===== config.mk =====
export PLATFORM = sky130hd
export DESIGN_NAME = tdz_div
export DESIGN_NICKNAME = d
export VERILOG_FILES = /design/src/design/tdz_pkg.sv /design/src/design/tdz_div.sv
export SDC_FILE = /design/constraint.sdc
export NUM_CORES = 2
export LEC_CHECK = 0
export BUFFER_PORTS_ARGS = -buffer_cell sky130_fd_sc_hd__buf_2
export CORE_MARGIN = 3
export CORE_UTILIZATION = 35
export CTS_CLUSTER_SIZE = 20
export DETAILED_ROUTE_END_ITERATION = 10
export GPL_TIMING_DRIVEN = 0
export PLACE_DENSITY_LB_ADDON = 0.2
export RECOVER_POWER = 100
export SLEW_MARGIN = 20
export SYNTH_ARGS = -nofsm -noshare
export SYNTH_HDL_FRONTEND = slang
export SYNTH_SLANG_ARGS = --single-unit

===== constraint.sdc =====
create_clock -name clk -period 4 [get_ports clk]
set_input_delay 0.4 -clock clk [delete_from_list [all_inputs] [get_ports clk]]
set_output_delay 0.4 -clock clk [all_outputs]
set_load 0.01 [all_outputs]

===== src/design/tdz_pkg.sv =====
// Shared constants and types for the thumbstick radial dead zone pipeline.
package tdz_pkg;

  localparam int unsigned FULL_SCALE   = 32767;
  localparam int unsigned RADIUS_RESET = 7849;
  localparam int unsigned SQRT_STAGES  = 16;
  localparam int unsigned DIV_STAGES   = 16;

  // Sideband that travels beside the square root.
  typedef struct packed {
    logic [15:0] ax;
    logic [15:0] ay;
    logic        nx;
    logic        ny;
    logic        dz;
    logic [14:0] d;
  } side_sqrt_t;

  // Sideband that travels beside the dividers.
  typedef struct packed {
    logic nx;
    logic ny;
    logic dz;
  } side_div_t;

endpackage


===== src/design/tdz_div.sv =====
// Pipelined restoring divider: 31-bit product shifted by 15 over a 31-bit divisor.
module tdz_div
  import tdz_pkg::*;
(
  input  logic        clk,
  input  logic        en,
  input  logic [30:0] num,
  input  logic [30:0] den,
  output logic [15:0] quo
);

  logic [45:0] rem_q [DIV_STAGES];
  logic [30:0] den_q [DIV_STAGES];
  logic [15:0] quo_q [DIV_STAGES];

  genvar k;
  generate
    for (k = 0; k < DIV_STAGES; k++) begin : g_stage
      localparam int unsigned SH = DIV_STAGES - 1 - k;
      logic [45:0] rem_in;
      logic [30:0] den_in;
      logic [15:0] quo_in;
      logic [45:0] trial;

      if (k == 0) begin : g_first
        assign rem_in = {num, 15'd0};
        assign den_in = den;
        assign quo_in = '0;
      end else begin : g_next
        assign rem_in = rem_q[k-1];
        assign den_in = den_q[k-1];
        assign quo_in = quo_q[k-1];
      end

      // Divisor aligned to the quotient bit decided in this stage.
      assign trial = 46'({15'd0, den_in} << SH);

      always_ff @(posedge clk) begin
        if (en) begin
          den_q[k] <= den_in;
          if (rem_in >= trial) begin
            rem_q[k] <= rem_in - trial;
            quo_q[k] <= {quo_in[14:0], 1'b1};
          end else begin
            rem_q[k] <= rem_in;
            quo_q[k] <= {quo_in[14:0], 1'b0};
          end
        end
      end
    end
  endgenerate

  assign quo = quo_q[DIV_STAGES-1];

endmodule

==> qor.csv <==
metric,value,unit
WL/cell,20.9,um
DRC Markers,0,
crit path max-delay cell type,a2111o_1,
"FFs w/ async S/R, synth",0,%
Starting DRT DRC Count,2460,
Ys Warns,0,
total CTS buffers,146,
status,"finished, violations left",
leak pwr,31.6,nW
failing checks,"capacitance limit, slew limit",
Total Nets Final,7389,
Hold Path Class,in -> reg,
"Clk pin slew, worst setup/hold paths",0.05,ns
DR vias/cell,5.08,
ys flop type,edfxtp_1,
Clock Sink Count,1171,
hold depth,3,
fillers,18494,
drt first pass iters,8,
"Avg Cell Area, Syn",10.6,um^2
Cell Rows,161,
"IR drop worst, VDD",0.445,mV
setup ws final,0.0192,ns
Setup Skew,0.0335,ns
Layout area overhead,16.0,%
Worst path max stage delay,0.44,ns
Critical Path RT,4.46,ns
critical path arrival,4.45,ns
syn_nets,7025,
final instance count without filler cells,9535,
CTS H-Tree Depth,4,
Synth Cell Area,68500,um^2
most frequent cells in the layout,"edfxtp_1, inv_1, nand2_1",
Core Region,194000,um^2
Clock Latency Late Sink,0.78,ns
cell taking the most area after synthesis,edfxtp_1,
port buffer count,79,
post-synth top area share,51.3,%
CTS tree,built,
Total Power,56.5,mW
register area,35200,um^2
crit-path max FO,7,
Levels on crit path,13,
Worst-Margin Slew,2.73,ns
utilization after layout,41.1,%
Syn Inst Count,6451,
final setup fails,0,
Die Wd,449,um
initial antenna violation count,2,
max-slew violations,165,
Die ar.,201000,um^2
Multi-input gate area,31300,um^2
boundary pin count,80,
ranking of synthesized cells by area,"edfxtp_1, ha_1, o21ai_0",
Tcrit/Tclk final,99.5,%
crit path cell chain,ha_1 -> nand2_1 -> o21bai_1 -> a21oi_1 -> o21a_2 -> a2111o_1 -> o211ai_1 -> buf_4 -> a31oi_4 -> or2_2 -> clkbuf_1 -> nor2_1 -> a21oi_1,
Placed Cells,9164,
die span in y,449,um
post-place setup slack,-2.98,ns
Slew HR,-81.9,%
number of synthesized flops with an enable pin,1170,
post-route ant nets,0,
worst-case reg-to-reg path depth,13,
Yosys cell types,88,
drt total wl,199,mm
final hold violations,0,
critical path buffer and inverter count,2,
largest net degree at the start of global routing,84,
Crit Path Category,reg -> reg,
All-Layer GR Usage,19.4,%
first-pass GRT wire length,300,mm
layout cells sized above 1,9.08,%
global route overflow,0,
Root Driver,clkbuf_16,
routability cong.,0.939,
pwr dens,710,nW/um^2
Worst Setup Start Kind,flop,
HPWL Detailed,159,mm
CP Capture Type,flop,
total number of vias,48467,
register area share after synthesis,51.3,%
Seq cells post-synth,1171,
vias in the first global route,52500,
Initial Utilization,35.4,%
most numerous cell on the critical path,a21oi_1,
min Tclk post-route,3.98,ns
Clock Tree Buf Depth,3,
Max Fclk,251,MHz
family with the most delay on the worst path,compound AO/OA/AOI/OAI gates,
"commonest non-fill, non-tap cell in the layout",edfxtp_1,
total of max-cap violations,3,
[where the power goes]
group	switching [mW]	internal, mW
clock network	5.16	7.64
registers	1.88	17.9
logic	14.0	9.83
total	21.0	35.4
[kinds of logic (layout without fill, tap and decap cells)]
group / count (synthesis) / in the layout / synth area share [%]
muxes: 51 / 51 / 0.833
DFF: 1171 / 1171 / 51.3
buffers and inverters: 816 / 1290 / 4.51
and+or+nand+nor: 1614 / 1614 / 11.3
AOI/OAI and AO/OA: 1794 / 1794 / 16.2
adders and majority gates: 510 / 510 / 9.48
other: 0 / 2 / 0
xor gates and xnor gates: 495 / 495 / 6.33
[repair_timing]
action | CTS | global route
endpoints found under the setup margin | 752 | 322
cloned | 2 | 1
hold buffers | 63 | 0
resized for setup | 218 | 109
hold endpoints to repair | 66 | 0
setup buffers | 29 | 26
pin swaps | 23 | 30
[layout make-up]
| cell class | count | share of cell area, % |
|---|---|---|
| antenna | 2 | 0.00629 |
| buffer | 180 | 1.17 |
| clock buffer | 180 | 4.78 |
| clock inverter | 78 | 1.01 |
| inverter | 626 | 2.98 |
| multi-input combinational | 4464 | 39.4 |
| sequential | 1171 | 44.2 |
| tap | 2608 | 4.10 |
| timing repair buffer | 226 | 2.34 |
[stage by stage]
stage	hold slack [ns]	setup TNS (ns)	cell area, um^2
final	0.161	0	79500
after global routing	0.146	-0.121	79500
after CTS	0.0771	0	79200
after detailed placement	0.405	-1104.70	72900
after global placement	0.403	-	72200
after floorplan	0.400	0	68500
[registers in the layout, summed over array words and instances (netlist names)]
name,cells
den_q,465
quo_q,136
rem_q,570
[worst min-delay path, delay by kind of cell]
kind,cells,cell delay (ns)
buffers and inverters,1,0.11
adder cells (fa/ha/maj),1,0.16
multiplexers,1,0.13
[cells in the mapped netlist (78+ instances only)]
master / n
a21o_1: 295
a21oi_1: 478
clkbuf_1: 171
edfxtp_1: 1170
ha_1: 495
inv_1: 625
nand2_1: 583
nand2b_1: 82
nand3_1: 112
nand4_1: 91
nor2_1: 325
nor2b_1: 78
nor3_1: 93
o21ai_0: 550
xnor2_1: 231
xor2_1: 264
[path summary, 6_finish.rpt]
| kind | start | to | slack, ns |
|---|---|---|---|
| worst max-delay path | rem_q[1][144] | rem_q[1][208] | 0.02 |
| worst max register to register | rem_q[1][144] | rem_q[1][208] | 0.02 |
| worst min-delay path | num[1] | rem_q[0][16] | 0.16 |
| worst min register to register | quo_q[1][58] | quo_q[1][75] | 0.40 |
[layer usage]
metal	wire length (um)	global-route usage, %	vias up
li1	-	-	24228
met1	63400	16.3	22761
met2	113000	40.1	941
met3	4790	2.28	537
met4	17700	15.0	0
met5	0	0	-
(Power assumes the default switching activity.)
