--- src/design/tdz_pkg.sv ---
// Shared constants and types for the thumbstick radial dead zone pipeline.
package tdz_pkg;

  localparam int unsigned FULL_SCALE   = 32767;
  localparam int unsigned RADIUS_RESET = 7849;
  localparam int unsigned SQRT_STAGES  = 16;
  localparam int unsigned DIV_STAGES   = 16;

  // Sideband that travels beside the square root.
  typedef struct packed {
    logic [15:0] ax;
    logic [15:0] ay;
    logic        nx;
    logic        ny;
    logic        dz;
    logic [14:0] d;
  } side_sqrt_t;

  // Sideband that travels beside the dividers.
  typedef struct packed {
    logic nx;
    logic ny;
    logic dz;
  } side_div_t;

endpackage

--- src/design/tdz_sqrt.sv ---
// Pipelined integer square root, one result bit per register stage.
module tdz_sqrt
  import tdz_pkg::*;
(
  input  logic        clk,
  input  logic        en,
  input  logic [31:0] s,
  output logic [15:0] root
);

  logic [17:0] rem_q  [SQRT_STAGES];
  logic [15:0] root_q [SQRT_STAGES];
  logic [31:0] word_q [SQRT_STAGES];

  genvar k;
  generate
    for (k = 0; k < SQRT_STAGES; k++) begin : g_stage
      logic [17:0] rem_in;
      logic [15:0] root_in;
      logic [31:0] word_in;
      logic [19:0] r2;
      logic [19:0] t;

      if (k == 0) begin : g_first
        assign rem_in  = '0;
        assign root_in = '0;
        assign word_in = s;
      end else begin : g_next
        assign rem_in  = rem_q[k-1];
        assign root_in = root_q[k-1];
        assign word_in = word_q[k-1];
      end

      // Bring down the next two bits and try the next root bit.
      assign r2 = {rem_in, word_in[31:30]};
      assign t  = {2'b00, root_in, 2'b01};

      always_ff @(posedge clk) begin
        if (en) begin
          word_q[k] <= {word_in[29:0], 2'b00};
          if (r2 >= t) begin
            rem_q[k]  <= 18'(r2 - t);
            root_q[k] <= {root_in[14:0], 1'b1};
          end else begin
            rem_q[k]  <= r2[17:0];
            root_q[k] <= {root_in[14:0], 1'b0};
          end
        end
      end
    end
  endgenerate

  assign root = root_q[SQRT_STAGES-1];

endmodule

--- config.mk ---
export PLATFORM = sky130hd
export DESIGN_NAME = tdz_sqrt
export DESIGN_NICKNAME = d
export VERILOG_FILES = /design/src/design/tdz_pkg.sv /design/src/design/tdz_sqrt.sv
export SDC_FILE = /design/constraint.sdc
export NUM_CORES = 1
export LEC_CHECK = 0
export BUFFER_PORTS_ARGS = -buffer_cell sky130_fd_sc_hd__buf_2
export CAP_MARGIN = 0
export CORE_ASPECT_RATIO = 0.75
export CORE_UTILIZATION = 45
export DETAILED_ROUTE_END_ITERATION = 10
export HOLD_SLACK_MARGIN = 0.08
export SLEW_MARGIN = 20
export SYNTH_ARGS = -nofsm -noshare
export SYNTH_HDL_FRONTEND = slang
export SYNTH_SLANG_ARGS = --single-unit
--- constraint.sdc ---
create_clock -name clk -period 7.1 [get_ports clk]
set_input_delay 0.71 -clock clk [delete_from_list [all_inputs] [get_ports clk]]
set_output_delay 0.71 -clock clk [all_outputs]
set_load 0.01 [all_outputs]
==> qor.csv, run 1 <==
metric,value,unit
drive_gt1_frac,0.0927,
wl_per_cell,16.3,um
port_buffers,49,
hold_class,primary input to register,
ys_seq_area_frac,0.651,
coreArea,63500,sq um
synth_top_area_share,0.650,
synth_top_area_cell,edfxtp_1,
clock_sinks,626,
clock.fmax,0.284,GHz
start_util,0.455,
vias,16628,
synthTopCellsByArea,"edfxtp_1, ha_1, xnor2_1, xor2_1, a21oi_1",
p_leak,12.3,nW
max-cap-violations,0,
cts_tree,built,
antenna_found_initial,0,
synth_cells,2183,
drv_slew,0,
synthFlopType,edfxtp_1,
worst_path_most_repeated_cell,a21oi_1,
finish.utilization,0.507,
post_cts_resized,0,
final_cells,3169,
cts_buffers,61,
syn_area_per_cell,13.2,sq um
critPathMaxStageDelay,0.62,ns
die_w,294,um
cp.required,7.48,ns
syn-num-nets,2371,
cp_slowest_cell,nand2_1,
first_pass_iters,5,
setup_violations,0,
cp_top_family,compound AO/OA/AOI/OAI gates,
grt.total_usage,0.159,
dp_cells,3056,
cts-root-buf,clkbuf_16,
power_density,296,nW/um^2
drcViolationCount,0,
drtIter0Drc,1329,
grt_pass1_vias,15673,
path_cells,"ha_1, a21oi_1, o21ai_0, a21oi_1, o22a_1, nand2_1, mux2_2",
power.total,9.51,mW
antenna_cells,0,
arrival,3.91,ns
nFillCells,5485,
die_h,221,um
wl,51700,um
rsz0062_at_grt,no,
yosys_warnings,0,
grt_first_pass_wirelength,83000,um
ant_nets,0,
vias_per_cell,5.25,
nNetsFinal,2447,
clk_latency,0.64,ns
tightest_slew,1.06,ns
ys_types,70,
synthTopCellsByCount,"edfxtp_1, inv_1, nor2_1, ha_1, a21oi_1",
cts_setup_buffers,0,
overflow,0,
min_period,3.53,ns
skew,0.0624,ns
gp_congestion,0.872,
ioPinCount,50,
whs,0.239,ns
cp_num_buf_inv,0,
ys_async_sr_fraction,0,
irDropWorstVdd,0.244,mV
status,finished clean,
rows,80,
clk_path_buf_depth,3,
die_area,65200,sq um
dp_hpwl,36300,um
tns,0,ns
cts_hold_buf,0,
max-slew-margin-rel,0.276,
period_share,0.496,
cp-end-kind,register,
synth_edf_count,625,
synth_most_common_cell,edfxtp_1,
crit_fanout,29,
grt_max_degree,81,
synth_area,28900,sq um
area_growth,11.4,%
clkTransAtPathRegs,0.06,ns
htree_levels,2,
crit_type,register to register,
finalHoldViolCount,0,
ys_seq_elements,626,
crit_path_start_kind,register,
==> kinds of logic (layout without fill, tap and decap cells) <==
kind of cell / after synthesis / in the layout / synth area share
flip-flops: 626 / 626 / 0.651
AND/OR/NAND/NOR: 559 / 559 / 0.0983
AO/OA/AOI/OAI: 390 / 390 / 0.0824
buffers and inverters: 228 / 353 / 0.0298
XOR/XNOR: 187 / 187 / 0.0567
adder cells (fa/ha/maj): 154 / 154 / 0.0668
multiplexers: 39 / 39 / 0.0150
==> area by class of cell <==
class                           instances  area, sq um  area share
Clock buffer                           73         1590      0.0495
Clock inverter                         39          429      0.0133
Inverter                              178          668      0.0208
Multi-Input combinational cell       1329         9230       0.287
Sequential cell                       626        18800       0.584
Tap cell                              861         1080      0.0335
Timing Repair Buffer                   63          358      0.0111
==> where the power goes <==
part,leakage [nW],internal [mW],total (mW),switching (mW)
logic,5.24,0.611,1.43,0.818
clock network,1.01,1.89,3.26,1.37
registers,6.00,4.58,4.82,0.241
total,12.3,7.08,9.51,2.43
==> stage by stage <==
| stage | worst slack [ns] | area [sq um] |
|---|---|---|
| after detailed placement | 3.38 | 30100 |
| after floorplan | 4.31 | 28900 |
| after CTS | 3.64 | 32100 |
| after global routing | 3.36 | 32100 |
| after global placement | 3.44 | 30100 |
| final | 3.57 | 32100 |
==> flip-flops by register name, summed over array words and instances, names as in the netlist <==
name / flops
rem_q: 250
word_q: 240
root_q: 136
==> per-layer routing <==
metal | wire (um) | share of wire | vias up | GRT usage
met5 | 0 | 0 | - | 0
met2 | 20900 | 0.40 | 334 | 0.219
met1 | 27000 | 0.52 | 7990 | 0.256
met4 | 939 | 0.018 | 0 | 0.0400
li1 | - | - | 8233 | -
met3 | 2880 | 0.056 | 71 | 0.0284
==> cells in the final DEF (no fill, tap or decap), types with 15 or more instances in the layout <==
master       n
a21oi_1    148
a211oi_1    15
ha_1       154
nand3_1     37
o21a_1      25
xnor2_1     99
nand2_1    120
nor3_1      31
edfxtp_1   625
mux2_2      35
nor2b_1     18
clkbuf_16   62
or3_1       23
nor2_1     159
o21ai_0     89
inv_1      178
nand4_1     22
a21o_1      32
xor2_1      88
nand2b_1    30
buf_2       49
nor4_1      40
clkinv_2    20
==> path summary, 6_finish.rpt <==
check                                         startpoint                  endpoint  slack, ns  cells past startpoint
worst min register to register  word_q[1][117]$_DFFE_PP_  word_q[1][149]$_DFFE_PP_       0.40                      0
worst max-delay path              rem_q[1][75]$_DFFE_PP_    rem_q[1][96]$_DFFE_PP_       3.57                      7
worst max register to register    rem_q[1][75]$_DFFE_PP_    rem_q[1][96]$_DFFE_PP_       3.57                      7
worst min-delay path                               s[21]   word_q[0][21]$_DFFE_PP_       0.24                      1
Power figures use the tool's default switching activity.
==> run 2: changes to the inputs <==
Clock period 7.1 ns to 3.2 ns, I/O delays scaled along.
==> qor.csv, run 2 (synthesis gave the netlist of run 1 again) <==
metric,value,unit,change
gp_congestion,0.891,,+2.1%
die_area,65200,sq um,unchanged
first_pass_iters,5,,unchanged
worst_path_most_repeated_cell,a21oi_1,,
clock_sinks,626,,unchanged
power_density,652,nW/um^2,+120%
vias_per_cell,5.23,,-0.38%
rsz0062_at_grt,no,,
skew,0.0168,ns,-0.0457 ns
nNetsFinal,2504,,+2.3%
die_w,294,um,unchanged
dp_hpwl,36200,um,-0.39%
coreArea,63500,sq um,unchanged
crit_fanout,6,,-79%
max-cap-violations,0,,unchanged
cts-root-buf,clkbuf_16,,
drv_slew,0,,unchanged
status,finished clean,,
ant_nets,0,,unchanged
clk_latency,0.60,ns,-0.04 ns
largest_register_ffs,250,,unchanged
cp.required,3.53,ns,-3.95 ns
cts_tree,built,,
rows,80,,unchanged
grt_first_pass_wirelength,85200,um,+2.6%
largest_register,rem_q,,
htree_levels,3,,+1
cts_buffers,66,,+8.2%
wl,52000,um,+0.45%
setup_violations,0,,unchanged
drcViolationCount,0,,unchanged
irDropWorstVdd,0.440,mV,+80%
port_buffers,49,,unchanged
grt_max_degree,118,,+46%
clock.fmax,0.326,GHz,+15%
area_growth,13.4,%,
grt_pass1_vias,16484,,+5.2%
die_h,221,um,unchanged
hold_class,primary input to register,,
arrival,3.39,ns,-0.52 ns
crit_path_start_kind,register,,
clkTransAtPathRegs,0.06,ns,about the same
reg_top3,"rem_q: 250 flops, word_q: 240 flops, root_q: 136 flops",,
crit_type,register to register,,
antenna_found_initial,1,,+1
ioPinCount,50,,unchanged
cp_slowest_cell,or4b_1,,
period_share,0.957,,+0.461
most-common-layout-cells,"edfxtp_1, inv_1, nor2_1",,
critPathMaxStageDelay,0.57,ns,-0.05 ns
final_common_cell,edfxtp_1,,
tns,0,ns,unchanged
p_leak,12.5,nW,+2.1%
drive_gt1_frac,0.0960,,+0.00326
antenna_cells,0,,unchanged
grt.total_usage,0.162,,+0.00331
drtIter0Drc,1317,,-0.90%
min_period,3.06,ns,-0.461 ns
clk_path_buf_depth,3,,unchanged
start_util,0.455,,unchanged
overflow,0,,unchanged
wl_per_cell,16.1,um,-1.3%
whs,0.284,ns,+0.0452 ns
tightest_slew,0.978,ns,-0.0804 ns
max-slew-margin-rel,0.348,,+0.0719
power.total,21.3,mW,+120%
path_cells,"ha_1, buf_4, a21oi_1, a21oi_1, or4b_1, a2111oi_1, o21ai_1, nor3_1, xor2_1",,
cts_setup_buffers,0,,unchanged
finalHoldViolCount,0,,unchanged
vias,16863,,+1.4%
cp-end-kind,register,,
[run 2: changes by cell type in the layout (fill, tap and decap cells not counted), moves of 2 or more]
cell / change
buf_12: +3
clkinv_1: +10
buf_4: +18
clkbuf_16: +8
clkbuf_1: +2
clkinv_2: -13
dlygate4sd3_1: +32
bufinv_16: -4
[run 2: what timing repair did]
item,in CTS,in global routing
cloned,0,0
endpoints found under the hold margin,32,0
hold buffers,32,0
endpoints found under the setup margin,5,2
gates resized for setup,1,1
pin swaps,0,0
[run 2: stage by stage]
step	instances	instance area (sq um)	setup WS, ns	utilization
after floorplan	2183	28900	0.466	-
after global placement	3077	30300	0.124	0.477
after detailed placement	3077	30300	0.0324	0.477
after CTS	3226	32700	0.131	0.516
after global routing	3226	32700	0.00991	0.516
final	3226	32700	0.136	0.516
[run 2: final timing paths]
| kind | start | end | slack, ns | cells past startpoint |
|---|---|---|---|---|
| max | rem_q[1][19]$_DFFE_PP_ | rem_q[1][51]$_DFFE_PP_ | 0.14 | 9 |
| min | en | word_q[0][0]$_DFFE_PP_ | 0.28 | 2 |
| max reg2reg | rem_q[1][19]$_DFFE_PP_ | rem_q[1][51]$_DFFE_PP_ | 0.14 | 9 |
| min reg2reg | word_q[0][114]$_DFFE_PP_ | word_q[0][146]$_DFFE_PP_ | 0.41 | 0 |
[run 2: area by class of cell]
type | count | area (sq um)
fillers | 5425 | 30700
repair buffers | 115 | 868
inverters | 178 | 668
multi-input cells | 1329 | 9220
clock inverters | 33 | 287
well taps | 861 | 1080
clock buffers | 84 | 1810
flip-flops and latches | 626 | 18800
[run 2: worst max-delay path, delay by kind of cell (launching register included)]
| kind | cells | cell delay [ns] |
|---|---|---|
| xor+xnor | 1 | 0.09 |
| fa+ha+maj | 1 | 0.32 |
| buf+inv | 1 | 0.16 |
| flops | 1 | 0.39 |
| compound gates | 4 | 1.01 |
| simple gates | 2 | 0.81 |
[run 2: layer usage]
| metal | GRT usage | vias to the layer above | wire length [um] |
|---|---|---|---|
| li1 | - | 8348 | - |
| met3 | 0.0287 | 82 | 2330 |
| met1 | 0.249 | 8101 | 26400 |
| met5 | 0 | - | 0 |
| met2 | 0.235 | 332 | 22100 |
| met4 | 0.0455 | 0 | 1170 |
[run 2: where the power goes]
part / internal (mW) / switching (mW) / leakage (nW) / total, mW
Clock: 4.35 / 3.08 / 1.02 / 7.43
Sequential: 10.2 / 0.524 / 6.00 / 10.7
Combinational: 1.41 / 1.82 / 5.48 / 3.23
